`src/sv/expiry_ordered_timer_queue_top_macros.svh`:
```
// Assertion macros for the expiry-ordered timer queue
`ifndef EXPIRY_ORDERED_TIMER_QUEUE_TOP_MACROS_SVH
`define EXPIRY_ORDERED_TIMER_QUEUE_TOP_MACROS_SVH

// Same-cycle implication, disabled while in reset
`define EOTQ_ASSERT_IMPL(label, ante, cons, msg) \
  label: assert property (@(posedge clk_i) disable iff (!rst_ni) (ante) |-> (cons)) \
    else $error(msg);

// Next-cycle implication, disabled while in reset
`define EOTQ_ASSERT_NEXT(label, ante, cons, msg) \
  label: assert property (@(posedge clk_i) disable iff (!rst_ni) (ante) |=> (cons)) \
    else $error(msg);

`endif

```
`src/sv/eotq_pkg.sv`:
```
// Package: shared types and codes for the expiry-ordered timer queue
`timescale 1ns / 1ps
`default_nettype none
package eotq_pkg;

  localparam logic [1:0] OP_CREATE  = 2'd0;
  localparam logic [1:0] OP_DESTROY = 2'd1;
  localparam logic [1:0] OP_TICK    = 2'd2;

  localparam logic [2:0] EV_CREATED   = 3'd0;
  localparam logic [2:0] EV_DESTROYED = 3'd1;
  localparam logic [2:0] EV_FIRED     = 3'd2;
  localparam logic [2:0] EV_FULL      = 3'd3;
  localparam logic [2:0] EV_NOT_FOUND = 3'd4;

  // most timers fired by one tick
  localparam int unsigned MAX_FIRE  = 16;
  localparam int unsigned FIRE_CNTW = $clog2(MAX_FIRE);

  typedef struct packed {
    logic [1:0]  op;
    logic [31:0] now_ms;
    logic [31:0] duration_ms;
    logic [31:0] jitter_range;
    logic [31:0] random_word;
    logic [31:0] target_handle;
  } in_t;

  typedef struct packed {
    logic [2:0]  event_kind;
    logic [31:0] handle;
    logic [31:0] expiry_ms;
    logic        last;
  } out_t;

  typedef struct packed {
    logic accept;
    logic div_start;
    logic scan_start;
    logic resolve;
    logic flush;
  } cmd_t;

  typedef struct packed {
    logic [1:0] op;
    logic       div_done;
    logic       scan_done;
    logic       found;
    logic       out_free;
  } status_t;

endpackage
`default_nettype wire

```
`src/sv/eotq_ifs.sv`:
```
// Valid/ready channel interfaces for requests and results
`timescale 1ns / 1ps
`default_nettype none
interface eotq_in_if;
  logic          valid;
  logic          ready;
  eotq_pkg::in_t data;
  modport source (output valid, output data, input ready);
  modport sink (input valid, input data, output ready);
endinterface

interface eotq_out_if;
  logic           valid;
  logic           ready;
  eotq_pkg::out_t data;
  modport source (output valid, output data, input ready);
  modport sink (input valid, input data, output ready);
endinterface
`default_nettype wire

```
`src/sv/eotq_div.sv`:
```
// Restoring radix-2 remainder unit, one bit per cycle
`timescale 1ns / 1ps
`default_nettype none
module eotq_div (
  input  wire logic        clk_i,
  input  wire logic        rst_ni,
  input  wire logic        start_i,
  input  wire logic [31:0] dividend_i,
  input  wire logic [31:0] divisor_i,
  output logic             done_o,
  output logic [31:0]      rem_o
);

  logic        busy_q, busy_d;
  logic [5:0]  cnt_q, cnt_d;
  logic [31:0] rem_q, rem_d;
  logic [31:0] dvd_q, dvd_d;
  logic [32:0] shifted;
  logic [32:0] diff;

  assign shifted = {rem_q, dvd_q[31]};
  assign diff    = shifted - {1'b0, divisor_i};

  always_comb begin
    busy_d = busy_q;
    cnt_d  = cnt_q;
    rem_d  = rem_q;
    dvd_d  = dvd_q;
    done_o = 1'b0;
    if (start_i) begin
      busy_d = 1'b1;
      cnt_d  = 6'd0;
      rem_d  = 32'd0;
      dvd_d  = dividend_i;
    end else if (busy_q) begin
      rem_d = (shifted >= {1'b0, divisor_i}) ? diff[31:0] : shifted[31:0];
      dvd_d = {dvd_q[30:0], 1'b0};
      cnt_d = cnt_q + 6'd1;
      if (cnt_q == 6'd31) begin
        busy_d = 1'b0;
        done_o = 1'b1;
      end
    end
  end

  always_ff @(posedge clk_i or negedge rst_ni) begin
    if (!rst_ni) begin
      busy_q <= 1'b0;
      cnt_q  <= 6'd0;
    end else begin
      busy_q <= busy_d;
      cnt_q  <= cnt_d;
    end
  end

  always_ff @(posedge clk_i) begin
    rem_q <= rem_d;
    dvd_q <= dvd_d;
  end

  // remainder is final in the cycle done_o is high
  assign rem_o = rem_d;

endmodule
`default_nettype wire

```
`src/sv/eotq_datapath.sv`:
```
// Datapath: timer table memory, scan/compare pipe, expiry math, result register
`timescale 1ns / 1ps
`default_nettype none
module eotq_datapath #(
  parameter int unsigned TABLE_DEPTH = 16
) (
  input  wire logic            clk_i,
  input  wire logic            rst_ni,
  input  wire eotq_pkg::in_t   in_data_i,
  input  wire eotq_pkg::cmd_t  cmd_i,
  output eotq_pkg::status_t    status_o,
  output logic                 out_valid_o,
  input  wire logic            out_ready_i,
  output eotq_pkg::out_t       out_data_o
);

  localparam int unsigned IdxW = (TABLE_DEPTH > 1) ? $clog2(TABLE_DEPTH) : 1;
  localparam logic [IdxW-1:0] LastIdx = IdxW'(TABLE_DEPTH - 1);

  // latched request
  logic [1:0]  op_q;
  logic [31:0] now_q, tgt_q, jit_q, rnd_q, exp_q;

  // table
  logic [63:0]            mem_q [TABLE_DEPTH];
  logic [63:0]            rdata_q;
  logic [TABLE_DEPTH-1:0] valid_q, valid_d;
  logic [31:0]            next_handle_q;

  // scan pipe
  logic            issue_q;
  logic [IdxW-1:0] rd_idx_q;
  logic            cmp_vld_q;
  logic [IdxW-1:0] cmp_idx_q;
  logic            found_q;
  logic [IdxW-1:0] best_idx_q;
  logic [31:0]     best_exp_q, best_h_q;

  // pending fired timer of a tick, held until we know if it is the last
  logic        pend_vld_q;
  logic [31:0] pend_h_q, pend_exp_q;

  logic           out_vld_q;
  eotq_pkg::out_t out_q;

  logic           div_done;
  logic [31:0]    div_rem;

  logic [31:0] c_exp, c_h;
  logic        c_valid, hit;

  logic           load_out, wr_en, set_v, clr_v, pend_load, pend_clr, hnd_inc;
  eotq_pkg::out_t out_d;

  eotq_div u_div (
    .clk_i      (clk_i),
    .rst_ni     (rst_ni),
    .start_i    (cmd_i.div_start),
    .dividend_i (rnd_q),
    .divisor_i  (jit_q),
    .done_o     (div_done),
    .rem_o      (div_rem)
  );

  assign c_exp   = rdata_q[63:32];
  assign c_h     = rdata_q[31:0];
  assign c_valid = valid_q[cmp_idx_q];

  always_comb begin
    case (op_q)
      eotq_pkg::OP_CREATE:  hit = !c_valid && !found_q;
      eotq_pkg::OP_DESTROY: hit = c_valid && (c_h == tgt_q) && !found_q;
      eotq_pkg::OP_TICK:    hit = c_valid && (c_exp <= now_q) &&
                                  (!found_q || (c_exp < best_exp_q) ||
                                   ((c_exp == best_exp_q) && (c_h < best_h_q)));
      default:              hit = 1'b0;
    endcase
  end

  always_comb begin
    load_out  = 1'b0;
    wr_en     = 1'b0;
    set_v     = 1'b0;
    clr_v     = 1'b0;
    pend_load = 1'b0;
    pend_clr  = 1'b0;
    hnd_inc   = 1'b0;
    out_d     = '{event_kind: eotq_pkg::EV_FIRED, handle: pend_h_q,
                  expiry_ms: pend_exp_q, last: 1'b1};
    if (cmd_i.resolve) begin
      case (op_q)
        eotq_pkg::OP_CREATE: begin
          load_out = 1'b1;
          if (found_q) begin
            wr_en   = 1'b1;
            set_v   = 1'b1;
            hnd_inc = 1'b1;
            out_d   = '{event_kind: eotq_pkg::EV_CREATED, handle: next_handle_q,
                        expiry_ms: exp_q, last: 1'b1};
          end else begin
            out_d = '{event_kind: eotq_pkg::EV_FULL, handle: 32'd0,
                      expiry_ms: 32'd0, last: 1'b1};
          end
        end
        eotq_pkg::OP_DESTROY: begin
          load_out = 1'b1;
          if (found_q) begin
            clr_v = 1'b1;
            out_d = '{event_kind: eotq_pkg::EV_DESTROYED, handle: tgt_q,
                      expiry_ms: best_exp_q, last: 1'b1};
          end else begin
            out_d = '{event_kind: eotq_pkg::EV_NOT_FOUND, handle: tgt_q,
                      expiry_ms: 32'd0, last: 1'b1};
          end
        end
        eotq_pkg::OP_TICK: begin
          if (found_q) begin
            clr_v      = 1'b1;
            pend_load  = 1'b1;
            load_out   = pend_vld_q;
            out_d.last = 1'b0;
          end else begin
            load_out = pend_vld_q;
            pend_clr = 1'b1;
          end
        end
        default: ;
      endcase
    end else if (cmd_i.flush) begin
      load_out = 1'b1;
      pend_clr = 1'b1;
    end
  end

  always_comb begin
    valid_d = valid_q;
    if (set_v) valid_d[best_idx_q] = 1'b1;
    if (clr_v) valid_d[best_idx_q] = 1'b0;
  end

  always_ff @(posedge clk_i or negedge rst_ni) begin
    if (!rst_ni) begin
      valid_q       <= '0;
      next_handle_q <= 32'd0;
      issue_q       <= 1'b0;
      rd_idx_q      <= '0;
      cmp_vld_q     <= 1'b0;
      cmp_idx_q     <= '0;
      found_q       <= 1'b0;
      pend_vld_q    <= 1'b0;
      out_vld_q     <= 1'b0;
      op_q          <= 2'd0;
    end else begin
      valid_q <= valid_d;
      if (hnd_inc) next_handle_q <= next_handle_q + 32'd1;
      if (cmd_i.accept) op_q <= in_data_i.op;

      if (cmd_i.scan_start) begin
        issue_q  <= 1'b1;
        rd_idx_q <= '0;
      end else if (issue_q) begin
        if (rd_idx_q == LastIdx) issue_q <= 1'b0;
        else rd_idx_q <= rd_idx_q + IdxW'(1);
      end
      cmp_vld_q <= issue_q && !cmd_i.scan_start;
      cmp_idx_q <= rd_idx_q;

      if (cmd_i.scan_start) found_q <= 1'b0;
      else if (cmp_vld_q && hit) found_q <= 1'b1;

      if (pend_load) pend_vld_q <= 1'b1;
      else if (pend_clr) pend_vld_q <= 1'b0;

      if (load_out) out_vld_q <= 1'b1;
      else if (out_ready_i) out_vld_q <= 1'b0;
    end
  end

  always_ff @(posedge clk_i) begin
    if (cmd_i.accept) begin
      now_q <= in_data_i.now_ms;
      tgt_q <= in_data_i.target_handle;
      jit_q <= in_data_i.jitter_range;
      rnd_q <= in_data_i.random_word;
      exp_q <= in_data_i.now_ms + in_data_i.duration_ms;
    end else if (div_done && (jit_q != 32'd0)) begin
      exp_q <= exp_q + div_rem;
    end
    if (cmp_vld_q && hit) begin
      best_idx_q <= cmp_idx_q;
      best_exp_q <= c_exp;
      best_h_q   <= c_h;
    end
    if (pend_load) begin
      pend_h_q   <= best_h_q;
      pend_exp_q <= best_exp_q;
    end
    if (load_out) out_q <= out_d;
  end

  always_ff @(posedge clk_i) begin
    if (wr_en) mem_q[best_idx_q] <= {exp_q, next_handle_q};
    rdata_q <= mem_q[rd_idx_q];
  end

  assign status_o = '{op: op_q, div_done: div_done,
                      scan_done: cmp_vld_q && (cmp_idx_q == LastIdx),
                      found: found_q, out_free: !out_vld_q || out_ready_i};

  assign out_valid_o = out_vld_q;
  assign out_data_o  = out_q;

endmodule
`default_nettype wire

```
`src/sv/eotq_ctrl.sv`:
```
// Controller: sequences divide, table scans and result hand-off per request
`timescale 1ns / 1ps
`default_nettype none
module eotq_ctrl (
  input  wire logic              clk_i,
  input  wire logic              rst_ni,
  input  wire logic              in_valid_i,
  output logic                   in_ready_o,
  input  wire eotq_pkg::status_t status_i,
  output eotq_pkg::cmd_t         cmd_o
);

  localparam logic [2:0] S_IDLE     = 3'd0;
  localparam logic [2:0] S_DISPATCH = 3'd1;
  localparam logic [2:0] S_DIV      = 3'd2;
  localparam logic [2:0] S_SCAN     = 3'd3;
  localparam logic [2:0] S_RESOLVE  = 3'd4;
  localparam logic [2:0] S_FLUSH    = 3'd5;

  localparam logic [eotq_pkg::FIRE_CNTW-1:0] FireLast =
    eotq_pkg::FIRE_CNTW'(eotq_pkg::MAX_FIRE - 1);

  logic [2:0]                       state_q, state_d;
  logic [eotq_pkg::FIRE_CNTW-1:0]   fire_q, fire_d;

  assign in_ready_o = (state_q == S_IDLE);

  always_comb begin
    state_d = state_q;
    fire_d  = fire_q;
    cmd_o   = '0;
    case (state_q)
      S_IDLE: begin
        if (in_valid_i) begin
          cmd_o.accept = 1'b1;
          state_d      = S_DISPATCH;
        end
      end
      S_DISPATCH: begin
        fire_d = '0;
        case (status_i.op)
          eotq_pkg::OP_CREATE: begin
            cmd_o.div_start = 1'b1;
            state_d         = S_DIV;
          end
          eotq_pkg::OP_DESTROY, eotq_pkg::OP_TICK: begin
            cmd_o.scan_start = 1'b1;
            state_d          = S_SCAN;
          end
          default: state_d = S_IDLE;
        endcase
      end
      S_DIV: begin
        if (status_i.div_done) begin
          cmd_o.scan_start = 1'b1;
          state_d          = S_SCAN;
        end
      end
      S_SCAN: begin
        if (status_i.scan_done) state_d = S_RESOLVE;
      end
      S_RESOLVE: begin
        if (status_i.out_free) begin
          cmd_o.resolve = 1'b1;
          if ((status_i.op == eotq_pkg::OP_TICK) && status_i.found) begin
            fire_d = fire_q + eotq_pkg::FIRE_CNTW'(1);
            if (fire_q == FireLast) begin
              state_d = S_FLUSH;
            end else begin
              cmd_o.scan_start = 1'b1;
              state_d          = S_SCAN;
            end
          end else begin
            state_d = S_IDLE;
          end
        end
      end
      S_FLUSH: begin
        if (status_i.out_free) begin
          cmd_o.flush = 1'b1;
          state_d     = S_IDLE;
        end
      end
      default: state_d = S_IDLE;
    endcase
  end

  always_ff @(posedge clk_i or negedge rst_ni) begin
    if (!rst_ni) begin
      state_q <= S_IDLE;
      fire_q  <= '0;
    end else begin
      state_q <= state_d;
      fire_q  <= fire_d;
    end
  end

endmodule
`default_nettype wire

```
`src/sv/expiry_ordered_timer_queue_top.sv`:
```
// Top level: expiry-ordered timer queue, controller plus datapath
// Sequence: create runs the remainder unit, then a free-slot scan; destroy runs one scan;
//   tick scans the table again after each fired timer, up to 16 of them, and each result
//   may be held by an output stall.
// Throughput: one request at a time; the next is taken once the last result is in the
//   output register. The single-port table read sets the scan length.
// Reset: rst_ni async active low clears slot valid bits, next handle and all control.
`timescale 1ns / 1ps
`default_nettype none
`include "expiry_ordered_timer_queue_top_macros.svh"
module expiry_ordered_timer_queue_top #(
  parameter int unsigned TABLE_DEPTH = 16
) (
  input wire logic    clk_i,
  input wire logic    rst_ni,
  eotq_in_if.sink     in_i,
  eotq_out_if.source  out_o
);

  eotq_pkg::cmd_t    cmd;
  eotq_pkg::status_t status;

  // Controller: owns the request handshake and steps each request through
  // divide, scan and resolve phases.
  eotq_ctrl u_ctrl (
    .clk_i      (clk_i),
    .rst_ni     (rst_ni),
    .in_valid_i (in_i.valid),
    .in_ready_o (in_i.ready),
    .status_i   (status),
    .cmd_o      (cmd)
  );

  // Datapath: table, compare pipe and the output register that decouples
  // the result side from the next request. Table memory contents are left
  // as is over reset and only read behind a valid bit.
  eotq_datapath #(
    .TABLE_DEPTH (TABLE_DEPTH)
  ) u_dp (
    .clk_i       (clk_i),
    .rst_ni      (rst_ni),
    .in_data_i   (in_i.data),
    .cmd_i       (cmd),
    .status_o    (status),
    .out_valid_o (out_o.valid),
    .out_ready_i (out_o.ready),
    .out_data_o  (out_o.data)
  );

  // One request in flight: ready drops right after a request is taken.
  `EOTQ_ASSERT_NEXT(a_one_inflight, in_i.valid && in_i.ready, !in_i.ready, "request overlap")

  // Only fired timers can be non-final.
  `EOTQ_ASSERT_IMPL(a_last_nonfire, out_o.valid && (out_o.data.event_kind != eotq_pkg::EV_FIRED), out_o.data.last, "non-tick result without last")

  // Table full carries zero handle and expiry.
  `EOTQ_ASSERT_IMPL(a_full_zero, out_o.valid && (out_o.data.event_kind == eotq_pkg::EV_FULL), (out_o.data.handle == 32'd0) && (out_o.data.expiry_ms == 32'd0), "bad full result")

endmodule
`default_nettype wire
```
`src/flat_wrapper.sv`:
```
// flat-port wrapper written by rule: the top's interface ports become plain ports
module expiry_ordered_timer_queue_top_flat 
#(
  parameter int unsigned TABLE_DEPTH = 16
)
  (clk_i, rst_ni, in_i_valid, in_i_data, in_i_ready, out_o_valid, out_o_data, out_o_ready);
  eotq_in_if in_i_i ();
  eotq_out_if out_o_i ();
  input wire logic clk_i;
  input wire logic rst_ni;
  input wire logic [$bits(in_i_i.valid)-1:0] in_i_valid;
  input wire logic [$bits(in_i_i.data)-1:0] in_i_data;
  output wire logic [$bits(in_i_i.ready)-1:0] in_i_ready;
  output wire logic [$bits(out_o_i.valid)-1:0] out_o_valid;
  output wire logic [$bits(out_o_i.data)-1:0] out_o_data;
  input wire logic [$bits(out_o_i.ready)-1:0] out_o_ready;
  assign in_i_i.valid = in_i_valid;
  assign in_i_i.data = in_i_data;
  assign in_i_ready = in_i_i.ready;
  assign out_o_valid = out_o_i.valid;
  assign out_o_data = out_o_i.data;
  assign out_o_i.ready = out_o_ready;
  expiry_ordered_timer_queue_top #(.TABLE_DEPTH(TABLE_DEPTH)) u_core (.clk_i(clk_i), .rst_ni(rst_ni), .in_i(in_i_i), .out_o(out_o_i));
endmodule
```
`config.mk`:
```
export PLATFORM = sky130hd
export DESIGN_NAME = expiry_ordered_timer_queue_top_flat
export DESIGN_NICKNAME = d
export VERILOG_FILES = /design/src/sv/eotq_pkg.sv /design/src/sv/eotq_ifs.sv /design/src/sv/eotq_div.sv /design/src/sv/eotq_datapath.sv /design/src/sv/eotq_ctrl.sv /design/src/sv/expiry_ordered_timer_queue_top.sv /design/src/flat_wrapper.sv
export VERILOG_INCLUDE_DIRS = /design/src /design/src/sv
export SDC_FILE = /design/constraint.sdc
export NUM_CORES = 2
export LEC_CHECK = 0
export BUFFER_PORTS_ARGS = -buffer_cell sky130_fd_sc_hd__buf_2
export CAP_MARGIN = 15
export CORE_AREA = 8 8 419 421
export CTS_BUF_LIST = sky130_fd_sc_hd__clkbuf_4
export DETAILED_ROUTE_END_ITERATION = 12
export DIE_AREA = 0 0 427 429
export REMOVE_ABC_BUFFERS = 1
export SETUP_SLACK_MARGIN = 0.15
export SLEW_MARGIN = 20
export SYNTH_ARGS = -nofsm -noshare
export SYNTH_HDL_FRONTEND = slang
export SYNTH_HIERARCHICAL = 1
export SYNTH_SLANG_ARGS = --single-unit
export TNS_END_PERCENT = 30
```
`constraint.sdc`:
```
create_clock -name clk_i -period 11.2 [get_ports clk_i]
set_clock_uncertainty 0.2 [all_clocks]
set_input_delay 0.56 -clock clk_i [delete_from_list [all_inputs] [get_ports clk_i]]
set_output_delay 0.56 -clock clk_i [all_outputs]
set_load 0.03 [all_outputs]
```
==> flow_summary.yaml <==
grt:
  antenna_found_initial: 5
  grt.total_usage: 0.197
  grt_max_degree: 153
  grt_pass1_wl_um: 274000
  grt-ovfl-total: 0
  grt_pass1_vias: 43151
yosys:
  yosys.area.top_type_share: 0.633
  ys_seq_elements: 1589
  ys_seq_area_frac: 0.690
  syn-cell-area_um2: 67200
  synth_edf_count: 1416
  ys_async_sr_fraction: 0.0485
  synth_area_leaders: "edfxtp_1 (63%), mux4_2 (4.5%), ha_1 (3.7%), mux2i_1 (3.2%), dfrtp_1 (2.9%)"
  synth_top_cell_by_area: "edfxtp_1"
  syn_inst: 4331
  synth_ff_type: "edfxtp_1"
  ys_warn_count: 6
  syn_area_per_cell_um2: 15.5
  synth.distinct_cells: 112
setup_path:
  regToRegEndpoint: "u_core/u_dp/exp_q[30]"
  required_ns: 12.00
  reg2reg_depth: 23
  worstReg2RegStart: "u_core/u_dp/jit_q[8]"
  r2r_slack_ns: 4.18
  endpoint_kind: "register"
  startpoint_type: "register"
  arrival_ns: 7.83
  worstSetupPathType: "reg -> reg"
  worstPathMaxFanout: 20
drt:
  drt-total-wl_um: 186000
  top_layer: "met4"
  routedWlPerCell_um: 24.0
  drtIter0Drc: 3406
  vias: 41952
  drc: 0
  wl_met3_um: 11300
  wl_met2_um: 92400
  routed_via_density: 5.41
  firstDrtPassIters: 5
  ant_nets: 0
  drt-met1-wl_um: 76800
hold_path:
  hold-path-endpoint: "u_core/u_dp/op_q[0]"
  min_path_type: "in -> reg"
  hold_start: "in_i_data[160]"
  hold_path_depth: 4
timing:
  rsz0062_at_grt: "false"
  fin_tns_setup_ns: 0
  fmax_mhz: 142
  tightestPinTransition_ns: 1.10
  setup_violations: 0
  hold_viol_final: 0
  period_needed_ns: 7.02
  slew_headroom: 0.265
  worst_slack_ns: 4.18
  layout_worst_path_cycle_share: 0.627
  slew_viol_final: 0
layout:
  top_register: "u_core/u_dp/mem_q"
  final_core_util: 0.473
  layout.cells.most_common_list: "edfxtp_1 (1416), clkbuf_4 (636), dlygate4sd3_1 (325)"
  drive_gt1_frac: 0.230
  design_area_um2: 79700
  fillerInstances: 14669
  areaGrowthSynthToFinish_pct: 18.7
  largest_reg_flops: 1024
  nets: 5562
  mostFrequentLayoutCell: "edfxtp_1"
cts:
  cts_sinks: 1589
  clock_latency_ns: 1.32
  cts_buffers: 419
  root_buffer: "clkbuf_4"
  cts.clk_slew.worst_paths_ns: 0.07
  h-tree-depth: 5
  cts_tree: "done"
  postCtsSetupRepairBufs: 0
  cts_buffer_depth: 4
pwr:
  power.density_nw_per_um2: 147
  ir_drop_v: 0.000108
  p_leak_nw: 30.7
floorplanning:
  num_io_pins: 236
  die_h_um: 429
  fp.coreArea_um2: 169000
  start_util: 0.399
  rows: 151
  die_w_um: 427
  fp.dieArea_um2: 183000
flow_run:
  max_cap_violations: 0
outcome:
  run_status: "completed"
placed_design:
  place_area_um2: 71100
  hpwl_um: 108000
  gp_congestion: 0.863
  post-place-ws_ns: 4.86
  io_buffers: 235
==> through the flow <==
stage               power (mW)  instances  hold slack (ns)
finish                    11.7       7749           0.0881
global route              12.1       7747           0.0108
CTS                       11.8       7739          0.00112
detailed placement        6.63       6665            0.224
global placement          6.63       6664            0.221
floorplan                 6.56       4145           0.0644
==> cell type report <==
type / count / area [um^2] / share of cell area
antenna: 10 / 25.0 / 0.000314
inverter: 171 / 643 / 0.00807
sequential: 1589 / 46400 / 0.582
multi-input combinational: 2385 / 19500 / 0.245
timing repair buffer: 627 / 4990 / 0.0626
clock buffer: 636 / 4770 / 0.0599
clock inverter: 113 / 586 / 0.00735
tap: 2218 / 2780 / 0.0348
==> worst max-delay path: stages, from the launching register on <==
cell and delay (ns):
edfxtp_1 0.35, inv_1 0.05, ha_1 0.38, and2_1 0.18, nand4_2 0.15, nor4_1 0.51, and3_1 0.26, o31a_1 0.19
a311o_2 0.60, nand2b_1 0.15, a311oi_2 0.34, ha_1 0.25, inv_1 0.07, fa_1 0.41, nor2b_1 0.17, o31ai_1 0.13
a21oi_2 0.33, a221oi_4 0.15, o221ai_2 0.34, nand3_1 0.20, a21o_1 0.20, a2111oi_0 0.46, nor3_1 0.09, dlygate4sd3_1 0.56
==> layer usage <==
layer | vias up | track usage
li1 | 18986 | -
met5 | - | 0
met4 | 0 | 0.0718
met1 | 21127 | 0.253
met2 | 1513 | 0.333
met3 | 326 | 0.0377
==> report_power, final <==
group / internal [mW] / switching, mW
sequential: 6.36 / 0
combinational: 0.141 / 0.104
clock: 2.70 / 2.38
total: 9.20 / 2.48
==> logic make-up after synthesis <==
family / synth area share
DFF: 0.690
AOI/OAI and AO/OA: 0.0907
and+or+nand+nor: 0.0491
muxes: 0.0935
buffers and inverters: 0.0213
adders and majority gates: 0.0381
xor gates and xnor gates: 0.0168
==> how the worst max path moves through the flow <==
stage / startpoint / endpoint / slack, ns
floorplan: u_core/u_dp/rd_idx_q[0] / u_core/u_dp/rd_idx_q[0] / -2.91
detailed placement: u_core/u_dp/jit_q[8] / u_core/u_dp/exp_q[30] / 4.86
global placement: u_core/u_dp/jit_q[8] / u_core/u_dp/exp_q[26] / 4.98
global route: u_core/u_dp/jit_q[8] / u_core/u_dp/exp_q[30] / 3.73
CTS: u_core/u_dp/jit_q[8] / u_core/u_dp/exp_q[30] / 4.21
finish: u_core/u_dp/jit_q[8] / u_core/u_dp/exp_q[30] / 4.18
==> what timing repair did <==
item / in CTS / in global routing
hold buffers: 325 / 0
resized for setup: 0 / 0
setup endpoints to repair: 0 / 0
endpoints found under the hold margin: 279 / 0
==> cell usage after synthesis, types with 96 or more instances <==
| master | n |
|---|---|
| a21oi_1 | 182 |
| a22oi_1 | 130 |
| clkbuf_1 | 121 |
| dfxtp_1 | 96 |
| edfxtp_1 | 1416 |
| ha_1 | 200 |
| inv_1 | 170 |
| mux2_2 | 100 |
| mux2i_1 | 213 |
| mux4_2 | 133 |
| nand2_1 | 257 |
| nor2_1 | 137 |
| o21ai_0 | 267 |
(Power assumes the default switching activity.)
